<file path="src/rtl/core/bts_ram.sv">
// ----------------------------------------------------------------------------
// bts_ram
// Generic RAM: one write port, two read ports with registered read data.
// ----------------------------------------------------------------------------
module bts_ram #(
  parameter int WIDTH = 8,
  parameter int DEPTH = 16
) (
  input  logic                     clk,
  input  logic                     we,
  input  logic [$clog2(DEPTH)-1:0] waddr,
  input  logic [WIDTH-1:0]         wdata,
  input  logic                     re,
  input  logic [$clog2(DEPTH)-1:0] raddr_a,
  input  logic [$clog2(DEPTH)-1:0] raddr_b,
  output logic [WIDTH-1:0]         rdata_a,
  output logic [WIDTH-1:0]         rdata_b
);

  logic [WIDTH-1:0] mem [DEPTH];

  // Write, then read-before-write on both ports
  always_ff @(posedge clk) begin
    if (we) begin
      mem[waddr] <= wdata;
    end
    if (re) begin
      rdata_a <= mem[raddr_a];
      rdata_b <= mem[raddr_b];
    end
  end

endmodule

</file>
<file path="config.mk">
export PLATFORM = sky130hd
export DESIGN_NAME = bts_ram
export DESIGN_NICKNAME = d
export VERILOG_FILES = /design/src/rtl/core/bts_ram.sv
export SDC_FILE = /design/constraint.sdc
export NUM_CORES = 1
export LEC_CHECK = 0
export BUFFER_PORTS_ARGS = -buffer_cell sky130_fd_sc_hd__buf_2
export CAP_MARGIN = 20
export CORE_MARGIN = 5
export CORE_UTILIZATION = 50
export CTS_BUF_LIST = sky130_fd_sc_hd__clkbuf_4 sky130_fd_sc_hd__clkbuf_8
export CTS_CLUSTER_DIAMETER = 200
export DETAILED_ROUTE_END_ITERATION = 16
export PLACE_DENSITY = 0.66
export SLEW_MARGIN = 20
export SYNTH_ARGS = -nofsm -noshare
export SYNTH_HDL_FRONTEND = slang
export SYNTH_SLANG_ARGS = --single-unit
export TNS_END_PERCENT = 30
</file>
<file path="constraint.sdc">
create_clock -name clk -period 2 [get_ports clk]
set_input_delay 0.2 -clock clk [delete_from_list [all_inputs] [get_ports clk]]
set_output_delay 0.2 -clock clk [all_outputs]
set_load 0.02 [all_outputs]
</file>
---- After elaboration in Yosys (flattened, before gate mapping) ----
Memories as Yosys holds them, arrays and structs flattened. A register that Yosys moved wholly into a read port is not among the register bits.
Index checks and enable logic that the tools add are counted.
word-level totals
  bits in registers ....................... 0
  bits in latches ......................... 0
  bits in writable memories ............... 128
  memory bits (read-only) ................. 0
  input port bits ......................... 23
  output and inout bits ................... 16
  logic and storage cells ................. 3
  memories kept ........................... 1
memories
  name  words  width  read ports  clocked after memory_dff  wr ports  line  RTL
  mem   16     8      2           2                         1         20    logic [WIDTH-1:0] mem [DEPTH];
cells by class
  $add $sub $neg .......................... 0
  multiply operators ...................... 0
  div/mod/pow operators ................... 0
  magnitude comparators ................... 0
  equality and inequality tests ........... 0
  shift-type cells ........................ 0
  muxes and demuxes ....................... 2
  bitwise logic cells ..................... 0
  reductions and logical operators ........ 0
operators by type and width
  kind               count
  two-way mux 1 bit  2

---- Longest topological paths before layout ----
Gate-level depths: netlist of the first run.
  depth in word-level cells ............... 2
  mapped depth ............................ 5
  mapped depth without buffers ............ 3

---- Least setup slack after synthesis of the first run ----
Ideal clock, no wire load.
  path type ............................... input -> register
  start ................................... input waddr[2]
  end ..................................... memory mem[0][0] (enable)
  library setup time ...................... 0.383 ns
  arrival ................................. 1.310 ns
  required time ........................... 1.617 ns
  slack ................................... 0.307 ns
  stages .................................. 2
  buffers on the path ..................... 0
  cell sequence ........................... or3b_2 nor3_1
RTL lines
  element          line  RTL
  start, declared  11    input logic [$clog2(DEPTH)-1:0] waddr,
  end, declared    20
No word-level cell before the write port.

==> summary.md, run 1 <==
| Metric | Value |
|---|---|
| WL/cell | 24.7 microns |
| VDD IR max | 0.000337 V |
| Die Width | 124 microns |
| Met1 wire length | 5370 microns |
| Worst-path cell chain | mux4_4, a22oi_1, nand2_1 |
| Sequential Area | 4320 sq um |
| Status | complete, no violations |
| Adder-cell share of the synthesized area | 0 |
| Clk slew on worst S/H paths | 70 ps |
| DRT iter0 DRCs | 275 |
| Number of antenna diodes | 0 |
| CP Capture Type | flip-flop |
| Max-slew violations | 0 |
| Synth Area in Simple Gates | 0.0335 |
| CP max stage cell | mux4_4 |
| Final clock skew | 10.3 ps |
| Crit path DAT | 1810 ps |
| CORE AREA | 12700 sq um |
| Mux contribution to synthesized area | 0.238 |
| Sum Neg Setup Slack | 0 ps |
| CTS Buf Count | 17 |
| Global placement routability congestion | 0.750 |
| Final Hold Fails | 0 |
| Sequential-to-total area share from yosys stat | 0.665 |
| Tmin final | 1630 ps |
| TritonCTS clock tree | done |
| Clk_lat worst skew | 440 ps |
| Die ar. | 15400 sq um |
| Leak | 2.54 nW |
| Filler Cells Inserted | 960 |
| Final Routed Wirelength | 13800 microns |
| Worst-margin pin slew | 534 ps |
| # rows | 41 |
| Met2 wire len | 7060 microns |
| IO Port Bufs | 38 |
| Power density over the cells | 813 nW/um^2 |
| Vias in the first global route | 3478 |
| Detail Placement HPWL | 9320 microns |
| Max-cap viol count | 0 |
| Rel. slew slack | 0.644 |
| Synthesized flop and latch total | 144 |
| Data required time at the worst endpoint | 2190 ps |
| R2R Setup Slk | 370 ps |
| Final setup margin | 373 ps |
| # DRC | 0 |
| Max Root-Sink Buffers | 2 |
| Layout Nets | 396 |
| CP peak stage delay | 610 ps |
| Area Growth Syn to Fin | 13.1% |
| Post-CTS Resized | 0 |
| Post-Syn Area | 6510 sq um |
| Detailed-router iteration count before antenna repair | 4 |
| Setup bufs post-CTS | 0 |
| Largest net degree at the start of global routing | 33 |
| Setup violations, final | 0 |
| Layout cell share with drive strength beyond 1 | 0.348 |
| Avg Cell Area, Syn | 21.2 sq um |
| R2R depth | 3 |
| # H-tree levels | 4 |
| Antenna Nets Post-Route | 0 |
| Minimum hold slack | 142 ps |
| Critical Setup Path Class | flip-flop to flip-flop |
| Hold Path Cell Cnt | 1 |
| Compound-Gate Fraction of Synth Area | 0.0369 |
| Tcrit/Tclk final | 0.813 |
| GRT Total Usage | 0.195 |
| Met3 wire len | 1070 microns |
| Top Metal Used | met4 |
| Syn_nets | 330 |
| Via count | 3352 |
| Xor/xnor cell area share of the yosys netlist | 0 |
| CP Launch Type | flip-flop |
| Worst Hold Class | input port to flip-flop |
| Vias/cell | 6.02 |
| Main combinational cell family by area after synthesis | multiplexers |
| Yosys warns | 0 |
| Place WS | 133 ps |
| Yosys cell types | 19 |
| First-pass GRT wire length | 20600 microns |
| Cts hold-fix bufs | 0 |
| CP Max Fanout | 2 |
| Congestion Overflow GR | 0 |
| Antenna violations before repair | 0 |
| Initial core utilization | 0.513 |
| Footprint of the multi-input gates | 2010 sq um |
| F_max | 0.615 GHz |
| Cell count after synthesis | 307 |
| I/O pin cnt | 39 |
| TritonCTS Sinks | 144 |
| Root Buffer | clkbuf_8 |
| Die H | 124 microns |
| RSZ-0062 raised after global routing | no |
registers in the layout (all words and copies together) (netlist names):
signal	count
mem	128
rdata_a	8
rdata_b	8
per-stage QoR:
step	cells	power, mW	area (sq um)	utilization
2_1_floorplan	307	3.84	6510	-
5_1_grt	557	6.19	7360	0.581
3_5_place_dp	526	4.05	7020	0.554
3_3_place_gp	526	4.04	7020	0.554
4_1_cts	557	6.04	7360	0.581
6_report	557	5.98	7360	0.581
per-layer routing:
layer  track usage  vias up
li1              -     1488
met5             0        -
met3        0.0477       17
met1         0.254     1721
met4        0.0732        0
met2         0.320      126
cells by family after synthesis:
| kind of cell | after synthesis |
|---|---|
| AOI/OAI and AO/OA | 32 |
| buffers and inverters | 20 |
| DFF | 144 |
| muxes | 64 |
| and+or+nand+nor | 47 |
layout make-up:
type / count / share of cell area
Timing Repair Buffer: 67 / 0.0639
Sequential cell: 144 / 0.588
Clock inverter: 9 / 0.00935
Tap cell: 172 / 0.0292
Clock buffer: 22 / 0.0369
Multi-Input combinational cell: 143 / 0.273
placed cells by master (no fill, tap or decap):
cell type,n
mux4_2,34
nand3b_1,2
and2_1,2
nor3_1,4
buf_4,24
mux4_1,28
clkbuf_4,5
a22oi_1,32
nor2_1,14
buf_2,38
mux4_4,2
nand2_1,17
nor2b_1,2
nand2b_1,2
buf_12,5
edfxtp_1,144
clkbuf_8,17
nand3_1,1
clkinv_2,7
or3b_2,1
clkinv_1,1
and2b_1,2
bufinv_16,1
critical path, delay by kind of cell (launching register included):
family	cells	cell delay, ps
flops	1	400
mux	1	610
compound gates	1	280
simple gates	1	90
power by group:
group | switching, mW | internal [mW]
Clock | 0.981 | 1.02
Sequential | 0.0305 | 3.41
Combinational | 0.295 | 0.243
Total | 1.31 | 4.68
cell usage after synthesis:
library cell       n  area, sq um
clkdlybuf4s25_2    6         60.1
a22oi_1           32          240
nand3_1            1         5.00
buf_6              6         67.6
and2b_1            2         15.0
nand3b_1           2         15.0
nand2_1           17         63.8
edfxtp_1         144         4320
buf_4              2         15.0
and2_1             2         12.5
nor2_1            14         52.6
mux4_4             2         50.1
nor3_1             4         20.0
buf_2              6         30.0
or3b_2             1         8.76
nor2b_1            2         12.5
nand2b_1           2         12.5
mux4_1            28          736
mux4_2            34          766
path summary, 6_finish.rpt:
kind / start / endpoint
max: mem[3][7] / rdata_b[7]
min: wdata[3] / mem[13][3]
max reg2reg: mem[3][7] / rdata_b[7]
min reg2reg: mem[8][4] / rdata_b[4]
Note: power is estimated with default switching activity, not from simulation.
==> run 2, diff against run 1 <==
--- a/config.mk
+++ b/config.mk
@@ -12,7 +12,7 @@
 export CTS_BUF_LIST = sky130_fd_sc_hd__clkbuf_4 sky130_fd_sc_hd__clkbuf_8
 export CTS_CLUSTER_DIAMETER = 200
 export DETAILED_ROUTE_END_ITERATION = 16
-export PLACE_DENSITY = 0.66
+export PLACE_DENSITY = 0.68
 export SLEW_MARGIN = 20
 export SYNTH_ARGS = -nofsm -noshare
 export SYNTH_HDL_FRONTEND = slang
==> constraint.sdc (replaced) <==
create_clock -name clk -period 1.3 [get_ports clk]
set_input_delay 0.13 -clock clk [delete_from_list [all_inputs] [get_ports clk]]
set_output_delay 0.13 -clock clk [all_outputs]
set_load 0.02 [all_outputs]
==> run 2 against run 1 <==
  * The flow now finishes with violations (setup timing)
  * Wire length fell by 1.2%
  * Sequential share of layout area fell by 1.5 points
  * Clock skew fell by 2.0 ps
  * Clock power rose by 54%
  * Maximum frequency rose by 7.0%
  * Die area did not move
  * Setup slack got worse by 590 ps
  * First-iteration DRC count rose by 21%
  * Sequential power rose by 54%
  * Critical path type unchanged
  * Largest power group unchanged
==> summary.md, run 2 (synthesis results as in run 1) <==
| Metric | Value |
|---|---|
| Hold Path End | mem[9][4] |
| Reg2Reg Launch Point | mem[0][0] |
| # H-tree levels | 4 (unchanged) |
| Die Width | 124 microns (unchanged) |
| Design area | 7550 sq um (+2.7%) |
| Largest reg by FF count | mem |
| CP Max Fanout | 2 (unchanged) |
| Max Root-Sink Buffers | 2 (unchanged) |
| Power density over the cells | 1230 nW/um^2 (+52%) |
| Tcrit/Tclk final | 1.17 (+0.356) |
| Die ar. | 15400 sq um (unchanged) |
| Hold Path Cell Cnt | 1 (unchanged) |
| Critical Setup Path Class | flip-flop to flip-flop |
| Antenna Nets Post-Route | 0 (unchanged) |
| Clk_lat worst skew | 450 ps (about the same) |
| Crit path DAT | 1720 ps (-90 ps) |
| R2R Setup Slk | -220 ps (-590 ps) |
| Met1 Usage GRT | 0.236 (-0.0175) |
| Largest regs | mem x128, rdata_a x8, rdata_b x8 |
| Data required time at the worst endpoint | 1500 ps (-690 ps) |
| Max reg flops | 128 (unchanged) |
| Filler Cells Inserted | 914 (-4.8%) |
| DRT iter0 DRCs | 333 (+21%) |
| Global placement routability congestion | 0.802 (+6.9%) |
| Layout Nets | 408 (+3.0%) |
| Worst r2r dst | rdata_a[0] |
| M3 GR Usage | 0.0527 (+0.00500) |
| Switching Share | 0.226 (+0.00737) |
| Clk slew on worst S/H paths | 70 ps (about the same) |
| Vias in the first global route | 3575 (+2.8%) |
| TritonCTS clock tree | done |
| Clock power frac | 0.331 (-0.004) |
| Commonest cells after routing, fill and taps aside | 144 x edfxtp_1, 58 x mux4_2, 38 x buf_2 |
| Design Power | 9.31 mW (+56%) |
| Comb pwr share | 0.099 (+0.009) |
| First-pass GRT wire length | 19900 microns (-3.2%) |
| Detail Placement HPWL | 9360 microns (+0.44%) |
| Int Power | 7.21 mW (+54%) |
| GRT Total Usage | 0.192 (-0.00300) |
| Fin util | 0.596 (+0.0154) |
| Final Hold Fails | 0 (unchanged) |
| F_max | 0.658 GHz (+7.0%) |
| Setup violations, final | 16 (+16) |
| Met2 Use GR | 0.326 (+0.00574) |
| Antenna violations before repair | 0 (unchanged) |
| # DRC | 0 (unchanged) |
| CORE AREA | 12700 sq um (unchanged) |
| Die H | 124 microns (unchanged) |
| IO Port Bufs | 38 (unchanged) |
| R2R depth | 3 (unchanged) |
| WL/cell | 23.9 microns (-3.3%) |
| CP Launch Type | flip-flop |
| Initial core utilization | 0.513 (unchanged) |
| Layout cell share with drive strength beyond 1 | 0.469 (+0.120) |
| Placed Area | 7140 sq um (+1.7%) |
| Congestion Overflow GR | 0 (unchanged) |
| Commonest non-fill, non-tap cell in the layout | edfxtp_1 |
| Via count | 3323 (-0.87%) |
| Final clock skew | 8.28 ps (-2.01 ps) |
| I/O pin cnt | 39 (unchanged) |
| # rows | 41 (unchanged) |
| Final Routed Wirelength | 13600 microns (-1.2%) |
| Largest net degree at the start of global routing | 21 (-36%) |
| VDD IR max | 0.000746 V (+120%) |
| Number of antenna diodes | 0 (unchanged) |
| TritonCTS Sinks | 144 (unchanged) |
| Psw | 2.10 mW (+61%) |
| RSZ-0062 raised after global routing | yes |
| CP Capture Type | flip-flop |
| Max-cap viol count | 0 (unchanged) |
| Detailed-router iteration count before antenna repair | 4 (unchanged) |
| Worst Hold Class | input port to flip-flop |
| Final setup margin | -220 ps (-593 ps) |
| Root Buffer | clkbuf_8 |
| Worst hold start | wdata[4] |
| Rel. slew slack | 0.294 (-0.351) |
| Worst-margin pin slew | 1060 ps (+524 ps) |
| Status | finished with violations |
| Tmin final | 1520 ps (-107 ps) |
| CTS Buf Count | 17 (unchanged) |
| Leak | 2.53 nW (-0.32%) |
| Vias/cell | 5.84 (-3.0%) |
| Flop pwr share | 0.570 (-0.006) |
| Failing checks | setup timing |
| Global routing's busiest layer | met2 |
| Max-slew violations | 0 (unchanged) |
| Area Growth Syn to Fin | 16.1% |
==> run 2: changes by cell type in the layout (fill, tap and decap cells not counted), moves of 3 or more <==
cell,delta
buf_12,+8
a22oi_2,+16
mux4_2,+24
buf_4,+4
clkbuf_4,-3
a22oi_1,-16
mux4_1,-24
==> run 2: metal layers <==
metal  vias to the layer above  routed length, microns
met5                         -                       0
met4                         0                     245
met3                        16                    1670
met2                       161                    7070
met1                      1658                    4620
li1                       1488                       -
==> run 2: critical path: stages (launching register included) <==
cell and delay, ps:
edfxtp_1 400, mux4_4 610, a22oi_2 200, nand2_1 70
==> run 2: worst max-delay path by stage <==
stage	endpoint	startpoint	slack [ps]
2_1_floorplan	rdata_a[0]	mem[3][0]	-120
3_3_place_gp	rdata_a[0]	raddr_a[0]	-430
3_5_place_dp	rdata_a[0]	raddr_a[0]	-430
4_1_cts	rdata_a[0]	mem[0][0]	-230
5_1_grt	rdata_a[0]	mem[3][0]	-240
6_report	rdata_a[0]	mem[0][0]	-220
==> run 2: timing repair <==
item	4_1_cts	5_1_grt
hold buffers	0	0
resized for setup	17	1
buffers inserted	0	0
pin swaps	5	4
setup endpoints to repair	16	16
==> run 2: area by class of cell <==
type,count,area [sq um],area share
clock buffers,19,249,0.0330
clock inverters,12,95.1,0.0126
multi-input cells,143,2010,0.266
flip-flops and latches,144,4320,0.572
well taps,172,215,0.0285
repair buffers,79,661,0.0874
==> run 2: through the flow <==
step | cells | TNS [ps] | setup WS, ps | hold WS [ps]
6_report | 569 | -2060 | -220 | 61.8
5_1_grt | 569 | -2740 | -237 | 43.7
4_1_cts | 569 | -2170 | -227 | 31.5
3_5_place_dp | 538 | -9320 | -428 | 524
3_3_place_gp | 538 | -8450 | -428 | 519
2_1_floorplan | 307 | -3930 | -123 | 229
==> run 2: power by group through the flow <==
stage | registers, mW | logic [mW] | clock network, mW
final | 5.30 | 0.925 | 3.08
after global routing | 5.31 | 0.984 | 3.35
after CTS | 5.30 | 0.935 | 3.16
after detailed placement | 5.40 | 0.900 | 0
after global placement | 5.40 | 0.894 | 0
after floorplan | 5.44 | 0.511 | 0
