===== config.mk =====
export PLATFORM = sky130hd
export DESIGN_NAME = bts_lerp
export DESIGN_NICKNAME = d
export VERILOG_FILES = /design/src/rtl/core/bts_pkg.sv /design/src/rtl/core/bts_div.sv /design/src/rtl/core/bts_lerp.sv
export SDC_FILE = /design/constraint.sdc
export NUM_CORES = 2
export LEC_CHECK = 0
export BUFFER_PORTS_ARGS = -buffer_cell sky130_fd_sc_hd__buf_2
export CORE_MARGIN = 2
export CORE_UTILIZATION = 30
export CTS_CLUSTER_SIZE = 24
export DETAILED_ROUTE_END_ITERATION = 8
export SLEW_MARGIN = 0
export SYNTH_ARGS = -nofsm -noshare
export SYNTH_HDL_FRONTEND = slang
export SYNTH_SLANG_ARGS = --single-unit
export TNS_END_PERCENT = 50

===== constraint.sdc =====
create_clock -name clk -period 14.1 [get_ports clk]
set_input_delay 2.82 -clock clk [delete_from_list [all_inputs] [get_ports clk]]
set_output_delay 2.82 -clock clk [all_outputs]
set_load 0.005 [all_outputs]

===== src/rtl/core/bts_pkg.sv =====
// ----------------------------------------------------------------------------
// bts_pkg
// Shared types and constants for the breakpoint-table airspeed schedule:
// table entry layout, interpolator payloads, register and function codes.
// ----------------------------------------------------------------------------
package bts_pkg;

  // Table geometry
  localparam int TABLE_DEPTH = 16;
  localparam int IDX_W       = $clog2(TABLE_DEPTH);
  localparam int COUNT_W     = 5;

  // Fixed-point scaling
  localparam int FULL_SCALE  = 16384;
  localparam int HALF_SCALE  = FULL_SCALE / 2;
  localparam int QUART_SCALE = FULL_SCALE / 4;
  localparam int DM_GAIN     = (FULL_SCALE / 10) * 4;

  // Field widths
  localparam int SPEED_W   = 15;
  localparam int DATA_W    = 16;
  localparam int X_W       = 17;
  localparam int DY_W      = 17;
  localparam int OFF_W     = 18;
  localparam int GAIN_W    = 6;
  localparam int DIVS_W    = 15;
  localparam int NUM_W     = 29;
  localparam int DIV_STEPS = 16;
  localparam int PROD_W    = 34;
  localparam int SH_W      = 52;
  localparam int DM_W      = 13;
  localparam int CFG_W     = 15;
  localparam int CFG_IDX_W = 2;

  // Item function codes
  localparam logic FUNC_LOAD = 1'b0;
  localparam logic FUNC_EVAL = 1'b1;

  // Airspeed mode codes (anything else behaves as fixed cruise)
  localparam logic [1:0] MODE_CAMBER       = 2'd0;
  localparam logic [1:0] MODE_CAMBER_PITCH = 2'd1;

  // Configuration register indexes
  typedef enum logic [CFG_IDX_W-1:0] {
    CFG_MODE    = 2'd0,
    CFG_COUNT   = 2'd1,
    CFG_DEFAULT = 2'd2
  } cfg_idx_t;

  // One stored breakpoint
  typedef struct packed {
    logic signed [DATA_W-1:0] cond;
    logic [SPEED_W-1:0]       cruise;
    logic [SPEED_W-1:0]       stall;
    logic [SPEED_W-1:0]       vne;
  } entry_t;

  // Side data riding along with an evaluate item
  typedef struct packed {
    logic [1:0]               mode;
    logic signed [DATA_W-1:0] pitch;
  } tag_t;

  // Interpolator operands
  typedef struct packed {
    logic signed [X_W-1:0]    x;
    logic signed [X_W-1:0]    x1;
    logic signed [X_W-1:0]    x2;
    logic signed [DATA_W-1:0] y1;
    logic signed [DATA_W-1:0] y2;
    tag_t                     tag;
  } lerp_in_t;

  // Interpolator context carried past the divider
  typedef struct packed {
    logic                     flat;
    logic                     neg;
    logic signed [DATA_W-1:0] y1;
    logic signed [OFF_W-1:0]  off;
    logic signed [GAIN_W-1:0] gain;
    tag_t                     tag;
  } lerp_ctx_t;

endpackage


===== src/rtl/core/bts_div.sv =====
// ----------------------------------------------------------------------------
// bts_div
// Pipelined restoring divider: 29-bit magnitude by 15-bit divisor, one
// quotient bit per stage, 16 stages. Context travels alongside.
// ----------------------------------------------------------------------------
module bts_div (
  input  logic                       clk,
  input  logic                       rst,
  input  logic                       en,
  input  logic                       in_valid,
  input  logic [bts_pkg::NUM_W-1:0]  num_mag,
  input  logic [bts_pkg::DIVS_W-1:0] divisor,
  input  bts_pkg::lerp_ctx_t         in_ctx,
  output logic                       out_valid,
  output logic [bts_pkg::DATA_W-1:0] out_q,
  output bts_pkg::lerp_ctx_t         out_ctx
);
  import bts_pkg::*;

  // Stage registers
  logic [DIV_STEPS-1:0] vld;
  logic [DIVS_W-1:0]    rem [DIV_STEPS];
  logic [DATA_W-1:0]    lo  [DIV_STEPS];
  logic [DATA_W-1:0]    quo [DIV_STEPS];
  logic [DIVS_W-1:0]    dvs [DIV_STEPS];
  lerp_ctx_t            ctx [DIV_STEPS];

  // Step inputs and results
  logic [DIVS_W-1:0] rem_in [DIV_STEPS];
  logic [DATA_W-1:0] lo_in  [DIV_STEPS];
  logic [DATA_W-1:0] quo_in [DIV_STEPS];
  logic [DIVS_W-1:0] dvs_in [DIV_STEPS];
  lerp_ctx_t         ctx_in [DIV_STEPS];
  logic [DIVS_W-1:0] rem_next [DIV_STEPS];
  logic [DATA_W-1:0] quo_next [DIV_STEPS];

  // Feed each step from the previous stage
  always_comb begin
    rem_in[0] = DIVS_W'(num_mag[NUM_W-1:DIV_STEPS]);
    lo_in[0]  = num_mag[DIV_STEPS-1:0];
    quo_in[0] = '0;
    dvs_in[0] = divisor;
    ctx_in[0] = in_ctx;
    for (int j = 1; j < DIV_STEPS; j++) begin
      rem_in[j] = rem[j-1];
      lo_in[j]  = lo[j-1];
      quo_in[j] = quo[j-1];
      dvs_in[j] = dvs[j-1];
      ctx_in[j] = ctx[j-1];
    end
  end

  // Trial subtract per step
  always_comb begin
    logic [DIVS_W:0] trial;
    for (int j = 0; j < DIV_STEPS; j++) begin
      trial = {rem_in[j], lo_in[j][DATA_W-1]};
      if (trial >= {1'b0, dvs_in[j]}) begin
        rem_next[j] = DIVS_W'(trial - {1'b0, dvs_in[j]});
        quo_next[j] = {quo_in[j][DATA_W-2:0], 1'b1};
      end else begin
        rem_next[j] = trial[DIVS_W-1:0];
        quo_next[j] = {quo_in[j][DATA_W-2:0], 1'b0};
      end
    end
  end

  // Valid line
  always_ff @(posedge clk) begin
    if (rst) begin
      vld <= '0;
    end else if (en) begin
      vld <= {vld[DIV_STEPS-2:0], in_valid};
    end
  end

  // Payload line
  always_ff @(posedge clk) begin
    if (en) begin
      for (int j = 0; j < DIV_STEPS; j++) begin
        rem[j] <= rem_next[j];
        lo[j]  <= {lo_in[j][DATA_W-2:0], 1'b0};
        quo[j] <= quo_next[j];
        dvs[j] <= dvs_in[j];
        ctx[j] <= ctx_in[j];
      end
    end
  end

  assign out_valid = vld[DIV_STEPS-1];
  assign out_q     = quo[DIV_STEPS-1];
  assign out_ctx   = ctx[DIV_STEPS-1];

endmodule


===== src/rtl/core/bts_lerp.sv =====
// ----------------------------------------------------------------------------
// bts_lerp
// Normalised fixed-point linear interpolator, 20 stages: normalise, divide
// (16), multiply, gain shift, offset add with saturation.
// ----------------------------------------------------------------------------
module bts_lerp (
  input  logic                              clk,
  input  logic                              rst,
  input  logic                              en,
  input  logic                              in_valid,
  input  bts_pkg::lerp_in_t                 lin,
  output logic                              out_valid,
  output logic signed [bts_pkg::DATA_W-1:0] out_y,
  output bts_pkg::tag_t                     out_tag
);
  import bts_pkg::*;

  // Normalisation (combinational)
  logic signed [OFF_W-1:0] span;
  logic signed [OFF_W-1:0] off;
  logic signed [DY_W-1:0]  dy;
  logic                    flat;
  logic [DIVS_W-1:0]       span_n;
  logic signed [GAIN_W-1:0] gain_sp;
  logic [2:0]              k;
  logic [NUM_W-1:0]        num_mag;

  always_comb begin
    logic [4:0]          msb;
    logic [4:0]          sh_r;
    logic [DY_W-1:0]     span_mag;
    logic [DY_W-1:0]     dmag;
    logic signed [DY_W-1:0] dsh;
    logic                fits;
    span     = OFF_W'(lin.x2) - OFF_W'(lin.x1);
    off      = OFF_W'(lin.x) - OFF_W'(lin.x1);
    dy       = DY_W'(lin.y2) - DY_W'(lin.y1);
    flat     = (span <= 0) || (lin.y1 == lin.y2);
    span_mag = span[DY_W-1:0];
    // leading one of the span
    msb = '0;
    for (int i = 0; i < DY_W; i++) begin
      if (span_mag[i]) msb = 5'(i);
    end
    // bring the span into [half scale, full scale]
    sh_r = '0;
    priority if (span_mag > DY_W'(FULL_SCALE)) begin
      // halving stops as soon as the span reaches full scale exactly
      sh_r = msb - 5'd13;
      if ((span_mag >> (msb - 5'd14)) == DY_W'(FULL_SCALE)) sh_r = msb - 5'd14;
      span_n  = DIVS_W'(span_mag >> sh_r);
      gain_sp = GAIN_W'(0) - GAIN_W'(sh_r);
    end else if (span_mag < DY_W'(HALF_SCALE)) begin
      span_n  = DIVS_W'(span_mag << (5'd13 - msb));
      gain_sp = GAIN_W'(5'd13 - msb);
    end else begin
      span_n  = DIVS_W'(span_mag);
      gain_sp = '0;
    end
    // smallest numerator shift that keeps the quotient in range
    k = 3'd4;
    for (int i = 4; i >= 0; i--) begin
      dsh  = dy >>> i;
      fits = (dy > 0) ? (dsh <= DY_W'(QUART_SCALE)) : (dsh >= -DY_W'(QUART_SCALE));
      if (fits) k = 3'(i);
    end
    dmag    = dy[DY_W-1] ? DY_W'(-dy) : DY_W'(dy);
    num_mag = NUM_W'({dmag, 16'b0} >> k);
  end

  // Normalise stage register
  logic                    p_valid;
  logic [NUM_W-1:0]        p_num;
  logic [DIVS_W-1:0]       p_div;
  lerp_ctx_t               p_ctx;

  always_ff @(posedge clk) begin
    if (rst) begin
      p_valid <= 1'b0;
    end else if (en) begin
      p_valid <= in_valid;
    end
  end

  always_ff @(posedge clk) begin
    if (en) begin
      p_num      <= num_mag;
      p_div      <= span_n;
      p_ctx.flat <= flat;
      p_ctx.neg  <= dy[DY_W-1];
      p_ctx.y1   <= lin.y1;
      p_ctx.off  <= off;
      p_ctx.gain <= gain_sp + GAIN_W'(k);
      p_ctx.tag  <= lin.tag;
    end
  end

  // Divider
  logic                d_valid;
  logic [DATA_W-1:0]   d_q;
  lerp_ctx_t           d_ctx;

  bts_div u_div (
    .clk      (clk),
    .rst      (rst),
    .en       (en),
    .in_valid (p_valid),
    .num_mag  (p_num),
    .divisor  (p_div),
    .in_ctx   (p_ctx),
    .out_valid(d_valid),
    .out_q    (d_q),
    .out_ctx  (d_ctx)
  );

  // Saturate quotient, multiply by offset
  logic signed [DATA_W-1:0] q_sat;
  logic signed [PROD_W-1:0] prod;

  always_comb begin
    if (d_ctx.neg) begin
      q_sat = (d_q > 16'd32768) ? -16'sd32768 : DATA_W'(-$signed({1'b0, d_q}));
    end else begin
      q_sat = (d_q > 16'd32767) ? 16'sd32767 : $signed(d_q);
    end
    prod = q_sat * d_ctx.off;
  end

  logic                     m_valid;
  logic signed [PROD_W-1:0] m_prod;
  lerp_ctx_t                m_ctx;

  always_ff @(posedge clk) begin
    if (rst) begin
      m_valid <= 1'b0;
    end else if (en) begin
      m_valid <= d_valid;
    end
  end

  always_ff @(posedge clk) begin
    if (en) begin
      m_prod <= prod;
      m_ctx  <= d_ctx;
    end
  end

  // Gain shift: left for positive gain, floor right shift otherwise
  logic signed [SH_W-1:0] shifted;

  always_comb begin
    logic signed [SH_W-1:0] ext;
    ext = SH_W'(m_prod);
    if (m_ctx.gain >= 0) begin
      shifted = ext <<< m_ctx.gain[GAIN_W-2:0];
    end else begin
      shifted = ext >>> GAIN_W'(-m_ctx.gain);
    end
  end

  logic                   s_valid;
  logic signed [SH_W-1:0] s_sh;
  lerp_ctx_t              s_ctx;

  always_ff @(posedge clk) begin
    if (rst) begin
      s_valid <= 1'b0;
    end else if (en) begin
      s_valid <= m_valid;
    end
  end

  always_ff @(posedge clk) begin
    if (en) begin
      s_sh  <= shifted;
      s_ctx <= m_ctx;
    end
  end

  // Add y1 and saturate; a flat span passes y1 through unchanged
  logic signed [DATA_W-1:0] y_next;

  always_comb begin
    logic signed [SH_W-DATA_W:0] sum;
    sum = (SH_W-DATA_W+1)'(s_sh >>> 16) + (SH_W-DATA_W+1)'(s_ctx.y1);
    priority if (s_ctx.flat) begin
      y_next = s_ctx.y1;
    end else if (sum > 32767) begin
      y_next = 16'sd32767;
    end else if (sum < -32768) begin
      y_next = -16'sd32768;
    end else begin
      y_next = DATA_W'(sum);
    end
  end

  always_ff @(posedge clk) begin
    if (rst) begin
      out_valid <= 1'b0;
    end else if (en) begin
      out_valid <= s_valid;
    end
  end

  always_ff @(posedge clk) begin
    if (en) begin
      out_y   <= y_next;
      out_tag <= s_ctx.tag;
    end
  end

endmodule


== Word level (Yosys, flattened, before mapping) ==
Memory sizes are Yosys's and may differ from the RTL's.
Cells that the tools add are included.
W data, S select, Z words.

* Equal/unequal tests: 2
* Bitwise logic cells: 0
* Order comparisons: 33
* $add $sub $neg: 29
* $mul: 1
* Shift-type cells: 6
* Div/mod/pow operators: 0
* Muxes and demuxes: 72
* Reduce and logical (&&, ||, !) cells: 1

{| class="wikitable"
|+ Operators by type and width
! kind !! count
|-
| $mux W15 || 18
|-
| $ge A16 B15 Y1 || 15
|-
| $sub A15 B15 Y15 || 15
|-
| $mux W16 || 6
|-
| $mux W5 || 11
|-
| $mux W52 || 1
|-
| $sshl A34 B5 Y52 || 1
|-
| $sshr A34 B6 Y52 || 1
|-
| $add A36 B16 Y37 || 1
|-
| $gt A37 B16 Y1 const B || 1
|-
| $lt A37 B16 Y1 const B || 1
|-
| $sub A17 B17 Y18 || 2
|-
| $mul A16 B18 Y34 || 1
|-
| $shr A33 B3 Y29 || 1
|-
| $mux W3 || 8
|-
| $mux W1 || 23
|-
| $le A18 B1 Y1 const B || 1
|-
| $eq A17 B15 Y1 const B || 1
|-
| $ge A17 B13 Y1 const B || 1
|-
| $gt A17 B1 Y1 const B || 1
|-
| $gt A17 B15 Y1 const B || 1
|-
| $le A17 B14 Y1 const B || 1
|-
| $lt A17 B14 Y1 const B || 1
|-
| $mux W17 || 1
|-
| other kinds (27) || 30
|}

* RAM bits: 1936
* Bits in latches: 0
* Output and inout bits: 35
* Bits of input ports: 105
* Register bits after elaboration: 320
* Memory bits (read-only): 0
* Memories: 5
* Logic and storage cells: 177

{| class="wikitable"
|+ Memory list
! memory !! depth !! bits a word !! rd ports !! clocked after Yosys merged registers in !! wr ports !! line !! source
|-
| u_div.ctx || 16 || 60 || 16 || 0 || 16 || bts_div.sv:26 || <nowiki>lerp_ctx_t ctx [DIV_STEPS];</nowiki>
|-
| u_div.quo || 16 || 16 || 16 || 0 || 16 || bts_div.sv:24 || <nowiki>logic [DATA_W-1:0] quo [DIV_STEPS];</nowiki>
|-
| u_div.dvs || 16 || 15 || 15 || 0 || 16 || bts_div.sv:25 || <nowiki>logic [DIVS_W-1:0] dvs [DIV_STEPS];</nowiki>
|-
| u_div.lo || 16 || 15 || 15 || 0 || 16 || bts_div.sv:23 || <nowiki>logic [DATA_W-1:0] lo [DIV_STEPS];</nowiki>
|-
| u_div.rem || 16 || 15 || 15 || 0 || 16 || bts_div.sv:22 || <nowiki>logic [DIVS_W-1:0] rem [DIV_STEPS];</nowiki>
|}

== Logic depth before layout (Yosys ltp) ==
* Depth in word-level cells: 25
* Depth in mapped cells: 39
* Gate-level depth less buffers: 38

== By module ==
A second synthesis with hierarchy kept.

* Cells, all modules: 7162
* Area, all modules: 96411.2 sq um

{| class="wikitable"
|+ Modules (own cells, without submodules)
! module !! seq. area each (sq um) !! instances !! area an instance (sq um) !! cells each
|-
| bts_div || 50348.3 || 1 || 65360.2 || 3892
|-
| bts_lerp || 8338.0 || 1 || 31051.0 || 3270
|}

== Worst setup path after synthesis ==
No wires, ideal clock.

* Kind: register -> register
* Start: memory u_div.quo[15][0] (netlist: u_div.quo[1][112])
* End: register m_prod[33] (data pin)
* Data required time: 13840 ps
* Buffers on the path: 1
* Library setup time: 260 ps
* Setup slack: 4589 ps
* Data arrival time: 9251 ps
* Clock period less this slack: 9511 ps
* Stages on the path, launching flop included: 34
* Path through: edfxtp_1 inv_1 ha_1 nand2_1 or3_1 or3_1 or3_1 or4_1 o31ai_1 nand2_1 o311ai_1 clkbuf_1 nand2_1 fa_1 inv_1 fa_1 inv_1 fa_1 fa_1 inv_1 fa_1 fa_1 ha_1 o21a_1 o31a_1 o41ai_1 o211ai_1 o41a_1 a21oi_1 a21oi_1 a21oi_1 o21bai_1 a21oi_1 xnor2_1

{| class="wikitable"
|+ RTL lines
! what !! line !! source
|-
| from (decl) || bts_div.sv:24 ||
|-
| to (signal assigned) || bts_lerp.sv:143 || <nowiki>m_prod <= prod;</nowiki>
|-
| to (decl) || bts_lerp.sv:130 || <nowiki>logic signed [PROD_W-1:0] m_prod;</nowiki>
|}

==> metrics.yaml <==
final_layout:
  synthToLayoutAreaGrowth_pct: 13.2
  final_util_pct: 34.1
  final_nets: 7743
  register_area_um2: 55700
  final_area_um2: 102000
  layout-drive-gt1-share_pct: 8.80
  fillers: 28900
  multi_input_area_um2: 30900
synth:
  synth_area_leaders: "edfxtp_1 (61%), fa_1 (6.9%), ha_1 (5.9%)"
  syn-mean-instance-area_um2: 13.5
  ys_ff_latch: 1862
  ys_types: 103
  yosysSeqAreaShare_pct: 61.8
  ys_warn_count: 0
  synth_edf_count: 1842
  syn_area_um2: 90100
  synthArstFlopShare_pct: 0
  synth.most_common_cell: "edfxtp_1"
  ys.flop_type: "edfxtp_1"
  synth_top_area_cell: "edfxtp_1"
  synth_common_cells: "edfxtp_1 (1842), inv_1 (756), nand2_1 (525)"
  synth_cells: 6677
  synth_top_cell_area_share_pct: 61.4
pwr:
  p_leak_uw: 0.0394
  vdd.ir_drop.worst_v: 0.000275
  pwr_density_cell_nw_per_um2: 226
floorplan:
  io_pins: 140
  start_util_pct: 30.1
  core-area_um2: 299000
  fp.dieArea_um2: 305000
  num_rows: 201
  die_h_um: 552
  die_w_um: 552
cts:
  path_clk_slew_ns: 0.06
  htree_num_levels: 4
  numCtsBuffers: 198
  post_cts_resized: 0
  insertion_delay_ns: 0.88
  hold_buffers: 0
  clk_path_buf_depth: 4
  cts_tree: "built"
  ctsRootBufferMaster: "clkbuf_16"
  cts_setup_buffers: 0
  clock-sinks: 1862
detailed_routing:
  first_pass_iters: 7
  detail_route.vias_per_cell: 4.58
  wl_um: 174000
  wire_per_inst_um: 15.8
  vias: 50600
  drc_errors: 0
  final_antenna_net_count: 0
  first_iter_violations: 3638
job:
  drv_cap: 0
timing:
  hold_ws_ns: 0.398
  drv_slew: 0
  period_share_pct: 75.6
  max_freq_ghz: 0.0938
  period_minus_slack_ns: 10.66
  rsz0062_at_grt: "no"
  fin_setup_tns_ns: 0
  slew_headroom_pct: 22.7
  worst_pin_slew_ns: 1.16
  skew_ns: 0.0901
  hold_viol: 0
  setup_viol: 0
setup_path:
  worstPathRequired_ns: 14.67
  worstRegToRegCells: 34
  startpoint_type: "flip-flop"
  worstPathArrival_ns: 11.24
  cpPeakStageDelay_ns: 0.72
  r2r_slack_ns: 3.44
  end_kind: "flip-flop"
  r2r_end: "m_prod[33]"
  path_max_fanout: 18
  r2r-start: "u_div.quo[1][112]"
  crit_slowest_cell: "o31ai_1"
  crit_family: "compound AO/OA/AOI/OAI gates"
  critPathKind: "flip-flop to flip-flop"
  critPathBufInv: 4
min_path:
  worstHoldStart: "u_div.ctx[0][388]"
  hold_depth: 0
  hold_path.class: "flip-flop to flip-flop"
  holdPathEnd: "u_div.ctx[0][448]"
global_routing:
  grt_pass1_vias: 52200
  grt-ovfl-total: 0
  antenna_found_initial: 5
  track_usage_pct: 11.3
  grt_max_degree: 186
  grt_pass1_wl_um: 281000
status:
  outcome: "finished, final reports clean"
placed_design:
  hpwlAfterDp_um: 124000
  io_buffer_count: 139
  gp_congestion: 0.867
  place_area_um2: 95700
-- cell type report --
class	count	area share, %
Antenna cell	4	0.00981
Clock buffer	226	4.98
Clock inverter	136	1.28
Inverter	766	2.82
Multi-Input combinational cell	3874	30.2
Sequential cell	1862	54.6
Tap cell	3958	4.85
Timing Repair Buffer	203	1.23
-- sequential cells by signal, summed over array words and instances, names as in the netlist --
register   cells
m_prod        34
p_valid        1
u_div.rem    225
u_div.ctx    960
m_ctx         41
out_y         16
m_valid        1
p_ctx         60
s_ctx         35
s_sh          36
p_div         15
u_div.quo    136
u_div.lo      21
p_num         20
u_div.vld     16
u_div.dvs    225
s_valid        1
out_tag       18
out_valid      1
-- how the worst max path moves through the flow --
stage,depth (start not counted),endpoint,slack [ns],startpoint
CTS,34,m_prod[33],3.40,u_div.quo[1][112]
finish,34,m_prod[33],3.44,u_div.quo[1][112]
global route,34,m_prod[33],2.73,u_div.quo[1][112]
global placement,31,p_ctx[22],2.70,lin[50]
detailed placement,30,p_ctx[22],2.72,lin[50]
floorplan,33,m_prod[33],4.59,u_div.quo[1][112]
-- worst register-to-register path, delay by kind of cell, from the launching register on --
family / cells / cell delay (ns)
AOI/OAI and AO/OA: 13 / 3.95
xor gates and xnor gates: 1 / 0.07
adders and majority gates: 8 / 3.16
buffers and inverters: 4 / 0.56
DFF: 1 / 0.40
and+or+nand+nor: 8 / 2.27
-- power breakdown --
group / switching, uW / internal, uW / total, uW
clock network: 2110 / 2930 / 5040
logic: 5590 / 4400 / 9990
registers: 440 / 7560 / 8000
total: 8140 / 14900 / 23000
-- through the flow --
step / worst slack, ns / std cells / power [uW]
finish: 3.44 / 11000 / 23000
global route: 2.73 / 11000 / 25000
CTS: 3.40 / 11000 / 23400
detailed placement: 2.72 / 10700 / 18200
global placement: 2.70 / 10700 / 17900
floorplan: 4.59 / 6679 / 15800
-- cells in the final DEF, fill, tap and decap left out, types with 59 or more instances in the layout --
master     instances
ha_1             423
buf_4             59
nand2_1          525
fa_1             310
mux2i_1           98
nor2b_1           72
buf_2            138
edfxtp_1        1842
nor2_1           392
and2_1           126
a21boi_0          74
inv_1            756
clkinv_1          59
a21o_1           180
nor3_1            80
a21oi_1          321
clkbuf_16        199
o21ai_0          271
o31ai_1           77
xnor2_1          201
-- cell families (layout without fill, tap and decap cells) --
kind of cell	after synthesis	after routing	share of synthesized area, %
xor gates and xnor gates	264	264	2.63
and+or+nand+nor	1479	1479	7.61
muxes	179	179	2.47
AOI/OAI and AO/OA	1216	1216	8.73
other	1	7	0.00416
adders and majority gates	733	733	12.8
buffers and inverters	943	1331	3.98
DFF	1862	1862	61.8
-- layer usage --
layer / track usage [%] / up-vias / share of wire (%)
met2: 19.3 / 1059 / 48
met1: 14.5 / 24700 / 44
met5: 0 / - / 0
met3: 1.72 / 359 / 4.3
li1: - / 24400 / -
met4: 3.99 / 0 / 3.2
Note: power is estimated with default switching activity, not from simulation.
